## src/hw/rtl/pws_pkg.sv

```systemverilog
// pws_pkg: shared constants, widths and controller/datapath structs
// for the window scan unit; no dependencies
`timescale 1ns / 1ps
`default_nettype none

package pws_pkg;

  // table geometry
  localparam int MAX_MOTIF_LENGTH = 64;
  localparam int ALPHABET_SIZE    = 32;
  localparam int COL_W            = 6;
  localparam int SYM_W            = 5;
  localparam int TBL_DEPTH        = MAX_MOTIF_LENGTH * ALPHABET_SIZE;
  localparam int TBL_ADDR_W       = COL_W + SYM_W;

  // field widths
  localparam int ENTRY_W     = 24;
  localparam int TBL_W       = ENTRY_W + 1;
  localparam int LEN_W       = 7;
  localparam int POS_W       = 24;
  localparam int OUT_SCORE_W = 30;
  localparam int ACC_W       = 31;

  localparam logic [LEN_W-1:0] LEN_RESET = 7'd8;
  localparam logic [LEN_W-1:0] LEN_MAX   = 7'd64;
  localparam logic [POS_W-1:0] POS_MAX   = 24'hFFFFFF;

  localparam logic signed [ACC_W-1:0] SCORE_HI = 31'sd536870911;
  localparam logic signed [ACC_W-1:0] SCORE_LO = -31'sd536870912;

  // action codes
  localparam logic ACTION_LOAD = 1'b0;
  localparam logic ACTION_SCAN = 1'b1;

  // controller to datapath
  typedef struct packed {
    logic load_we;    // write one table entry
    logic scan_take;  // accept a scan transaction
    logic issue;      // issue one table read
    logic out_load;   // move the finished result into the output register
  } ctrl_cmd_t;

  // datapath to controller
  typedef struct packed {
    logic scan_short;  // scan transaction yields no result
    logic issue_last;  // current read is the last column
    logic out_free;    // output register can take a result
  } ctrl_sts_t;

endpackage

`default_nettype wire

```

## src/hw/rtl/pws_ctrl.sv

```systemverilog
// pws_ctrl: sequencing state machine for loads and window scans
// depends on pws_pkg
`timescale 1ns / 1ps
`default_nettype none

module pws_ctrl (
  input  wire logic               clk,
  input  wire logic               rst_n,
  input  wire logic               in_valid,
  output logic                    in_stall,
  input  wire logic               in_action,
  input  wire pws_pkg::ctrl_sts_t sts,
  output pws_pkg::ctrl_cmd_t      cmd
);
  import pws_pkg::*;

  localparam logic [2:0] ST_IDLE   = 3'd0;
  localparam logic [2:0] ST_RUN    = 3'd1;
  localparam logic [2:0] ST_DRAIN  = 3'd2;
  localparam logic [2:0] ST_SETTLE = 3'd3;
  localparam logic [2:0] ST_OUT    = 3'd4;

  logic [2:0] state_r, state_nxt;
  logic       take;

  assign in_stall = (state_r != ST_IDLE);
  assign take     = in_valid && (state_r == ST_IDLE);

  always_comb begin
    state_nxt     = state_r;
    cmd.load_we   = 1'b0;
    cmd.scan_take = 1'b0;
    cmd.issue     = 1'b0;
    cmd.out_load  = 1'b0;
    case (state_r)
      ST_IDLE: begin
        if (take) begin
          if (in_action == ACTION_LOAD) begin
            cmd.load_we = 1'b1;
          end else begin
            cmd.scan_take = 1'b1;
            if (!sts.scan_short) begin
              state_nxt = ST_RUN;
            end
          end
        end
      end
      ST_RUN: begin
        cmd.issue = 1'b1;
        if (sts.issue_last) begin
          state_nxt = ST_DRAIN;
        end
      end
      // last window symbol read is out, table read in flight
      ST_DRAIN: begin
        state_nxt = ST_SETTLE;
      end
      // last table entry lands in the accumulator
      ST_SETTLE: begin
        state_nxt = ST_OUT;
      end
      ST_OUT: begin
        if (sts.out_free) begin
          cmd.out_load = 1'b1;
          state_nxt    = ST_IDLE;
        end
      end
      default: begin
        state_nxt = ST_IDLE;
      end
    endcase
  end

  always_ff @(posedge clk) begin
    if (!rst_n) begin
      state_r <= ST_IDLE;
    end else begin
      state_r <= state_nxt;
    end
  end

endmodule

`default_nettype wire

```

## config.mk

```make
export PLATFORM = sky130hd
export DESIGN_NAME = pws_ctrl
export DESIGN_NICKNAME = d
export VERILOG_FILES = /design/src/hw/rtl/pws_pkg.sv /design/src/hw/rtl/pws_ctrl.sv
export SDC_FILE = /design/constraint.sdc
export NUM_CORES = 1
export LEC_CHECK = 0
export BUFFER_PORTS_ARGS = -buffer_cell sky130_fd_sc_hd__buf_2
export CAP_MARGIN = 10
export CORE_AREA = 2 2 39 41
export DETAILED_ROUTE_END_ITERATION = 10
export DIE_AREA = 0 0 41 43
export SLEW_MARGIN = 20
export SYNTH_ARGS = -nofsm -noshare
export SYNTH_HDL_FRONTEND = slang
export SYNTH_SLANG_ARGS = --single-unit
```

## constraint.sdc

```tcl
create_clock -name clk -period 1.1 [get_ports clk]
set_input_delay 0 -clock clk [delete_from_list [all_inputs] [get_ports clk]]
set_output_delay 0 -clock clk [all_outputs]
set_load 0.01 [all_outputs]
```

=== Word-level counts from Yosys, hierarchy flattened ===
Index checks and enable logic that the tools add are counted.

* Equal/unequal tests: 9
* Mux-type cells: 13
* Reductions and logical operators: 4

{| class="wikitable"
|+ Operator list
! kind !! number
|-
| $mux 3 || 5
|-
| $pmux 3 s5 || 1
|-
| $ne 2x2->1 const B || 5
|-
| $eq 3x2->1 const B || 2
|-
| $mux 1 || 5
|-
| $reduce_and 5->1 || 1
|-
| $mux 2 || 2
|-
| $eq 3x1->1 const B || 1
|-
| $eq 3x3->1 const B || 1
|-
| $logic_not 3->1 || 1
|-
| $reduce_bool 3->1 || 1
|-
| $logic_and 1x1->1 || 1
|}

* Register bits: 3
* Bits of input ports: 7
* Output and inout bits: 5
* Word-level logic and storage cells: 27

=== Depth between registers and ports, before layout ===
Gate-level depths: netlist (run 1).

* Word-level depth: 4
* Depth in mapped cells: 2
* Mapped depth without buffers: 2

=== Least setup slack after synthesis (run 1) ===
No wires, ideal clock.

* Path type: flip-flop to output port
* Start: register state_r[2]
* End: output port cmd[3] (netlist bit)
* Data required time: 1.100 ns
* Stages on the path, launching flop included: 3
* Slack: -0.008 ns
* Buffers on the path: 0
* Data arrival time: 1.108 ns
* Cell sequence: dfxtp_1 or3_1 nor3b_1

{| class="wikitable"
|+ RTL lines
! what !! RTL line !! source
|-
| from (decl) || pws_ctrl.sv:23 || <nowiki>logic [2:0] state_r, state_nxt;</nowiki>
|-
| from (signal assigned) || pws_ctrl.sv:78 || <nowiki>state_r <= state_nxt;</nowiki>
|-
| to (decl) || pws_ctrl.sv:13 || <nowiki>output pws_pkg::ctrl_cmd_t cmd</nowiki>
|}

==> results.txt, run 1 <==
status: complete, but fails checks
failing checks: negative setup slack
Ports: 12
Most Crowded Layer GR: met1
slowest stage delay, CP: 0.37 ns
die area: 1760 sq um
final instance area: 384 sq um
Leakage: 0.180 nW
Power Density: 1150 nW/um^2
grt met3 use: 0.0314
final hold slack: 0.0128 ns
Cells after Synth: 19
Buffers on Ports: 11
Routed WL per cell: 11.0 microns
final wirelength: 627 microns
Clock Path Buffers: 2
Seq/Total Area, Yosys: 0.345
largest net degree at the start of global routing: 6
Setup crit end kind: primary output
Clock transition at path regs: 0.04 ns
Ys Warns: 0
Unique masters post-synth: 13
Row Count: 14
M1 GR Usage: 0.122
met2 GRT Util: 0.0969
sum of negative setup slack: -0.565 ns
diode count: 0
die width: 41 microns
GRT overflow: 0
Total GRT Usage: 0.0904
WP data required: 1.10 ns
initial antenna violation count: 0
CP cell instances: or3_4 -> nor3b_2 -> buf_2
via count of the routed design: 246
H-Tree Depth: 1
GPL Wtd Cong: 0.771
fin crit share: 1.14
root buffer cell: clkbuf_4
RSZ-0062 raised after global routing: yes
CTS buffer count: 3
drt initial violations: 2
Max Slew Vio Count: 0
max FFs per register: 3
crit path max-delay cell type: or3_4
Placed Area: 284 sq um
largest registers: state_r: 3 flops
DRC Markers: 0
number of vias per cell: 4.32
Reg with most FFs: state_r
leading cell type in the layout, fill and taps excluded: buf_2
CTS tree: built
min cycle time layout: 1.25 ns
cell area after synthesis: 174 sq um
Tightest Pin Transition: 0.167 ns
Hold-fix buffers, CTS: 0
Final Hold Fails: 0
Max-slew headroom: 0.888
fmax: 0.799 GHz
Max FO, Critical Path: 4
layout cells sized above 1: 0.756
# Max-Cap Violations: 0
core area: 1380 sq um
Initial Util: 0.126
Final Skew: 0.00845 ns
worst skew pair latency: 0.24 ns
slack of the critical path: -0.152 ns
Post-Syn Nets: 26
antenna viol nets, final: 0
Final Net Count: 49
final setup violation count: 6
worst hold path class: input port to flop
most frequent cells in the layout: buf_2 (10), buf_6 (4), buf_4 (4)
worst vdd ir: 0.385 mV
Die Y: 43 microns
area grow syn2layout: 121%
critical path type: flop to primary output
number of synthesized register bits: 3
worst slack, placed: 0.0367 ns
crit path launch type: flop
Avg Inst Size Synth: 9.15 sq um
first-pass iteration count of the detailed router: 2
vias in the first global route: 221
Critical Path AT: 1.25 ns
CTS Sinks: 3
first-pass GRT wire length: 952 microns
==> worst max-delay path, delay by kind of cell, from the launching register on <==
kind                   cells  cell delay [ns]
DFF                        1             0.33
and+or+nand+nor            2             0.53
buffers and inverters      1             0.15
==> layout make-up <==
type                    count  area [sq um]
multi-input cells          16           149
clock buffers               4          26.3
fillers                   151          1000
repair buffers             18           125
flip-flops and latches      3          63.8
well taps                  16          20.0
==> final timing paths <==
| path | cells past startpoint | end | startpoint | slack, ns |
|---|---|---|---|---|
| worst max-delay path | 3 | cmd[3] | state_r[0]$_SDFFE_PN0P_ | -0.15 |
| worst min-delay path | 2 | state_r[2]$_SDFFE_PN0P_ | rst_n | 0.01 |
| worst max register to register | 4 | state_r[2]$_SDFFE_PN0P_ | state_r[2]$_SDFFE_PN0P_ | -0.05 |
| worst min register to register | 2 | state_r[2]$_SDFFE_PN0P_ | state_r[0]$_SDFFE_PN0P_ | 0.56 |
==> logic make-up (layout without fill, tap and decap cells) <==
| family | count (synthesis) | count (layout) | share of synthesized area |
|---|---|---|---|
| simple gates | 12 | 12 | 0.496 |
| compound gates | 4 | 4 | 0.158 |
| flops | 3 | 3 | 0.345 |
| buf+inv | 0 | 22 | 0 |
==> synthesized netlist by cell type <==
cell type / number / share of area
or4b_1: 1 / 0.058
dfxtp_1: 3 / 0.35
o21a_1: 1 / 0.043
a211oi_1: 1 / 0.043
and4b_1: 1 / 0.058
nand3b_1: 3 / 0.13
nor3b_1: 2 / 0.086
or3_1: 1 / 0.036
nand2b_1: 2 / 0.072
a21boi_1: 1 / 0.043
and3_1: 1 / 0.036
nor2_1: 1 / 0.022
a21oi_1: 1 / 0.029
==> what timing repair did <==
item	in CTS	in global routing
setup endpoints to repair	4	6
endpoints found under the hold margin	0	0
pin swaps	4	2
resized for setup	9	5
setup buffers	1	2
==> metrics by stage <==
stage | total power [mW] | std cells | utilization
finish | 0.440 | 57 | 0.278
CTS | 0.430 | 55 | 0.250
detailed placement | 0.205 | 50 | 0.205
global placement | 0.204 | 50 | 0.205
global route | 0.469 | 57 | 0.278
floorplan | 0.160 | 19 | -
==> layer usage <==
metal,share of wire,vias up
met3,0.040,0
met1,0.40,123
met5,0,-
li1,-,118
met2,0.56,5
met4,0,0
==> power breakdown <==
part           switching (mW)  leakage (nW)  total [mW]  internal, mW
Sequential            0.00711        0.0258       0.124         0.116
Combinational          0.0484         0.139       0.115        0.0670
Clock                  0.0650        0.0150       0.202         0.137
Power figures use the tool's default switching activity.
==> inputs of run 2 (changes only) <==
CTS_BUF_LIST = sky130_fd_sc_hd__clkbuf_8   (was unset)
REMOVE_ABC_BUFFERS = 1   (was unset)
==> run 2 against run 1 <==
Compared with the run above: clock-buffer cell count is 1 lower; sequential power barely moved; global-route usage shrank 1.6 points; fmax rose by 4.9%; critical path type unchanged; via count decreased by 11%; non-clock buffer count decreased by 2; the run still ends with negative setup slack left.
==> results.txt, run 2 (synthesis results as in run 1) <==
diode count: 0 (unchanged)
Final Skew: 0.00162 ns (was 0.00845 ns)
Critical Path AT: 1.19 ns (was 1.25 ns)
Max FO, Critical Path: 3 (was 4)
Leakage: 0.172 nW (was 0.180 nW)
Final Non-Filler Cells: 55 (was 57)
CTS Sinks: 3 (unchanged)
critical path type: flop to primary output (unchanged)
crit path launch type: flop (unchanged)
Final Util: 0.260 (was 0.278)
Total GRT Usage: 0.0743 (was 0.0904)
number of vias per cell: 3.98 (was 4.32)
Tightest Pin Transition: 0.166 ns (was 0.167 ns)
Row Count: 14 (unchanged)
core area: 1380 sq um (unchanged)
FF-to-FF setup slack: 0.01 ns (was -0.05 ns)
final hold slack: 0.0524 ns (was 0.0128 ns)
Clock transition at path regs: 0.03 ns (was 0.04 ns)
Final Hold Fails: 0 (unchanged)
CTS tree: built (unchanged)
final wirelength: 488 microns (was 627 microns)
Setup crit end kind: primary output (unchanged)
layout cells sized above 1: 0.641 (was 0.756)
Max Slew Vio Count: 0 (unchanged)
die area: 1760 sq um (unchanged)
Placed Cells: 48 (was 50)
# Max-Cap Violations: 0 (unchanged)
GRT overflow: 0 (unchanged)
worst hold path class: input port to flop (unchanged)
worst vdd ir: 0.673 mV (was 0.385 mV)
leading cell type in the layout, fill and taps excluded: buf_2 (unchanged)
Routed WL per cell: 8.87 microns (was 11.0 microns)
failing checks: negative setup slack (unchanged)
status: complete, but fails checks (unchanged)
largest registers: state_r: 3 flops (unchanged)
first-pass iteration count of the detailed router: 2 (unchanged)
area grow syn2layout: 107% (was 121%)
max FFs per register: 3 (unchanged)
Power Density: 1460 nW/um^2 (was 1150 nW/um^2)
first-pass GRT wire length: 793 microns (was 952 microns)
fmax: 0.837 GHz (was 0.799 GHz)
slack of the critical path: -0.0941 ns (was -0.152 ns)
Final Net Count: 47 (was 49)
CTS buffer count: 3 (unchanged)
WP data required: 1.10 ns (about the same)
fin crit share: 1.09 (was 1.14)
min cycle time layout: 1.19 ns (was 1.25 ns)
via count of the routed design: 219 (was 246)
Clock Path Buffers: 2 (unchanged)
Initial Util: 0.126 (unchanged)
root buffer cell: clkbuf_8 (was clkbuf_4)
Die Y: 43 microns (unchanged)
worst slack, placed: 0.0268 ns (was 0.0367 ns)
Reg with most FFs: state_r (unchanged)
Post-DP HPWL: 348 microns
final setup violation count: 1 (was 6)
GPL Wtd Cong: 0.664 (was 0.771)
Filler Cell Count: 152 (was 151)
RSZ-0062 raised after global routing: yes (unchanged)
DRC Markers: 0 (unchanged)
Ports: 12 (unchanged)
vias in the first global route: 205 (was 221)
Buffers on Ports: 11 (unchanged)
drt initial violations: 2 (unchanged)
initial antenna violation count: 0 (unchanged)
multi-input logic area: 131 sq um (was 149 sq um)
largest net degree at the start of global routing: 7 (was 6)
Max-slew headroom: 0.889 (was 0.888)
H-Tree Depth: 1 (unchanged)
antenna viol nets, final: 0 (unchanged)
FF/Latch Area: 63.8 sq um (unchanged)
die width: 41 microns (unchanged)
most frequent cells in the layout: buf_2 (11), nand3b_1 (3), clkbuf_8 (3), buf_4 (3), dfxtp_2 (3) (was buf_2 (10), buf_6 (4), buf_4 (4))
worst skew pair latency: 0.21 ns (was 0.24 ns)
-- run 2: changes by cell type in the layout (fill, tap and decap cells not counted), sizes merged --
cell,previous run,this run
buf,18,16
clkbuf,4,3
inv,0,1
-- run 2: worst paths after layout --
| path | startpoint | end | depth (start not counted) |
|---|---|---|---|
| setup / recovery | state_r[0]$_SDFFE_PN0P_ | cmd[3] | 3 |
| hold / removal | rst_n | state_r[2]$_SDFFE_PN0P_ | 2 |
| hold reg to reg | state_r[1]$_SDFFE_PN0P_ | state_r[2]$_SDFFE_PN0P_ | 2 |
| setup reg to reg | state_r[0]$_SDFFE_PN0P_ | state_r[2]$_SDFFE_PN0P_ | 3 |
-- run 2: critical path: stages, from the launching register on --
cell and delay, ns:
dfxtp_2 0.32, or3_4 0.37, nor3b_2 0.15, buf_2 0.14
-- run 2: per-layer routing --
layer,up-vias,share of wire,global-route usage,wire [microns]
li1,114,-,-,-
met1,98,0.44,0.0804,215
met2,7,0.48,0.0844,233
met3,0,0.082,0.0681,40
met4,0,0,0.0600,0
met5,-,0,0,0
-- run 2: repair_timing --
action,CTS,global route
pin swaps,5,0
endpoints found under the hold margin,0,0
gates resized for setup,9,0
hold buffers,0,0
endpoints found under the setup margin,4,4
gates cloned,0,0
buffers inserted,3,0
-- run 2: layout make-up --
| type | count | share of cell area |
|---|---|---|
| Multi-Input combinational cell | 16 | 0.365 |
| Timing Repair Buffer | 16 | 0.278 |
| Sequential cell | 3 | 0.177 |
| Clock buffer | 3 | 0.115 |
| Tap cell | 16 | 0.0556 |
| Clock inverter | 1 | 0.0104 |
-- run 2: power breakdown --
group	total [mW]	internal, mW	switching [mW]
sequential	0.123	0.117	0.00636
clock	0.303	0.237	0.0664
combinational	0.0984	0.0571	0.0412
total	0.525	0.411	0.114
-- run 2: metrics by stage --
stage                     setup TNS [ns]  power (mW)  cell area (sq um)
after CTS                         -0.109       0.536                360
final                            -0.0941       0.525                360
after global placement                 0       0.197                264
after detailed placement               0       0.197                264
after floorplan                 -0.00814       0.158                174
after global routing              -0.210       0.558                360
==> inputs of run 3 (changes only) <==
CELL_PAD_IN_SITES_DETAIL_PLACEMENT = 1   (was unset)
CELL_PAD_IN_SITES_GLOBAL_PLACEMENT = 1   (was unset)
PLACE_DENSITY_LB_ADDON = 0.1   (was unset)
==> run 3 against run 2 <==
Compared with the run above: the run still ends with negative setup slack left; sequential cell count unchanged; register-to-register slack improved by 0.03 ns; utilization down 1.4 points; worst hold slack better by 0.0039 ns; critical path depth is the same; non-clock buffer count decreased by 2; combinational power is 8.0% lower; clock skew shrank 0.00087 ns; sequential power hardly changed; sequential share of layout area grew 0.97 points; clock power up 3%.
==> results.txt, run 3 (synthesis results as in run 1) <==
status: complete, but fails checks (unchanged)
failing checks: negative setup slack (unchanged)
Initial Util: 0.126 (unchanged)
DRC Markers: 0 (unchanged)
crit path launch type: flop (unchanged)
Final Util: 0.247 (was 0.260)
H-Tree Depth: 1 (unchanged)
setup bufs post-CTS: 0 (was 3)
critical path type: flop to primary output (unchanged)
Hold-fix buffers, CTS: 0 (unchanged)
initial antenna violation count: 0 (unchanged)
CTS tree: built (unchanged)
Max-slew headroom: 0.856 (was 0.889)
Routed WL per cell: 11.0 microns (was 8.87 microns)
Die Y: 43 microns (unchanged)
leading cell type in the layout, fill and taps excluded: buf_2 (unchanged)
CTS Sinks: 3 (unchanged)
CTS buffer count: 3 (unchanged)
core area: 1380 sq um (unchanged)
Max FO, Critical Path: 5 (was 3)
layout cells sized above 1: 0.622 (was 0.641)
Leakage: 0.160 nW (was 0.172 nW)
root buffer cell: clkbuf_8 (unchanged)
min cycle time layout: 1.23 ns (was 1.19 ns)
Comb pwr share: 0.172 (was 0.187)
worst hold path class: input port to flop (unchanged)
final setup violation count: 2 (was 1)
Reg with most FFs: state_r (unchanged)
Pwr Total: 0.526 mW (was 0.525 mW)
first-pass GRT wire length: 945 microns (was 793 microns)
first-pass iteration count of the detailed router: 1 (was 2)
worst skew pair latency: 0.21 ns (about the same)
via count of the routed design: 219 (unchanged)
Clock Path Buffers: 2 (unchanged)
vias in the first global route: 222 (was 205)
GPL Wtd Cong: 0.642 (was 0.664)
worst hold start: rst_n (unchanged)
largest registers: state_r: 3 flops (unchanged)
Critical Path AT: 1.23 ns (was 1.19 ns)
area grow syn2layout: 96.4% (was 107%)
antenna viol nets, final: 0 (unchanged)
Final Net Count: 45 (was 47)
most frequent cells in the layout: buf_2 (11), nand3b_1 (3), clkbuf_8 (3), dfxtp_2 (3) (was buf_2 (11), nand3b_1 (3), clkbuf_8 (3), buf_4 (3), dfxtp_2 (3))
final instance area: 342 sq um (was 360 sq um)
final wirelength: 581 microns (was 488 microns)
Setup crit end kind: primary output (unchanged)
slack of the critical path: -0.131 ns (was -0.0941 ns)
fmax: 0.812 GHz (was 0.837 GHz)
Worst R2R Start: state_r[0]$_SDFFE_PN0P_ (unchanged)
RSZ-0062 raised after global routing: yes (unchanged)
Total GRT Usage: 0.0821 (was 0.0743)
GRT overflow: 0 (unchanged)
Switch Pwr: 0.122 mW (was 0.114 mW)
Max Slew Vio Count: 0 (unchanged)
drt initial violations: 0 (was 2)
Ports: 12 (unchanged)
Placed Area: 272 sq um (was 264 sq um)
die area: 1760 sq um (unchanged)
Row Count: 14 (unchanged)
Flop pwr share: 0.236 (was 0.235)
Post-DP HPWL: 460 microns (was 348 microns)
fin crit share: 1.12 (was 1.09)
# Max-Cap Violations: 0 (unchanged)
Net Sw Frac: 0.233 (was 0.217)
Power Density: 1540 nW/um^2 (was 1460 nW/um^2)
max FFs per register: 3 (unchanged)
Clock transition at path regs: 0.03 ns (about the same)
number of vias per cell: 4.13 (was 3.98)
Tightest Pin Transition: 0.216 ns (was 0.166 ns)
worst r2r path cells: 2 (was 3)
Final Skew: 0.000752 ns (was 0.00162 ns)
Clock power frac: 0.592 (was 0.578)
diode count: 0 (unchanged)
hold path depth: 2 (unchanged)
die width: 41 microns (unchanged)
Pint: 0.404 mW (was 0.411 mW)
Reg-to-Reg End: state_r[2]$_SDFFE_PN0P_ (unchanged)
WP data required: 1.10 ns (about the same)
worst vdd ir: 0.255 mV (was 0.673 mV)
Buffers on Ports: 11 (unchanged)
WHS Endpoint: state_r[2]$_SDFFE_PN0P_ (unchanged)
largest net degree at the start of global routing: 6 (was 7)
Final Hold Fails: 0 (unchanged)
FF-to-FF setup slack: 0.04 ns (was 0.01 ns)
[run 3: changes by cell type in the layout (fill, tap and decap cells not counted)]
cell	before	now
buf_4	3	2
buf_6	2	1
[run 3: critical path: stages (launching register included)]
cell and delay, ns:
dfxtp_2 0.33, or3_4 0.39, nor3b_2 0.15, buf_2 0.14
[run 3: stage by stage]
stage | hold slack, ns | worst slack (ns) | TNS, ns | instances
final | 0.0563 | -0.131 | -0.136 | 53
after global routing | 0.0646 | -0.166 | -0.256 | 53
after CTS | 0.0550 | -0.139 | -0.156 | 53
after detailed placement | 0.270 | 0.0148 | 0 | 49
after global placement | 0.257 | 0.0223 | 0 | 49
after floorplan | 0.0495 | -0.00814 | -0.00814 | 19
[run 3: worst max path at each step]
stage / endpoint / from
final: cmd[3] / state_r[0]$_SDFFE_PN0P_
after global routing: cmd[3] / state_r[0]$_SDFFE_PN0P_
after CTS: cmd[3] / state_r[0]$_SDFFE_PN0P_
after detailed placement: state_r[2]$_SDFFE_PN0P_ / state_r[0]$_SDFFE_PN0P_
after global placement: cmd[3] / state_r[2]$_SDFFE_PN0P_
after floorplan: cmd[3] / state_r[2]$_SDFFE_PN0P_
[run 3: power by group through the flow]
stage	registers [mW]	clock network, mW	logic, mW
after floorplan	0.124	0	0.0344
after global placement	0.123	0	0.0779
after detailed placement	0.123	0	0.0787
after CTS	0.125	0.321	0.0922
after global routing	0.125	0.330	0.0999
final	0.124	0.311	0.0905
[run 3: routing by layer]
layer,routed length (microns),vias up,global-route usage
met2,302,8,0.116
met3,27,0,0.0157
li1,-,108,-
met4,0,0,0.0800
met1,251,103,0.0955
met5,0,-,0
[run 3: layout make-up]
| class | instances | area [sq um] |
|---|---|---|
| well taps | 16 | 20.0 |
| flip-flops and latches | 3 | 63.8 |
| clock inverters | 1 | 3.75 |
| multi-input cells | 16 | 131 |
| clock buffers | 3 | 41.3 |
| fillers | 178 | 1040 |
| repair buffers | 14 | 81.3 |
[run 3: repair_timing]
| item | CTS | global route |
|---|---|---|
| gates resized for setup | 8 | 0 |
| setup endpoints to repair | 5 | 5 |
| pin swaps | 4 | 1 |
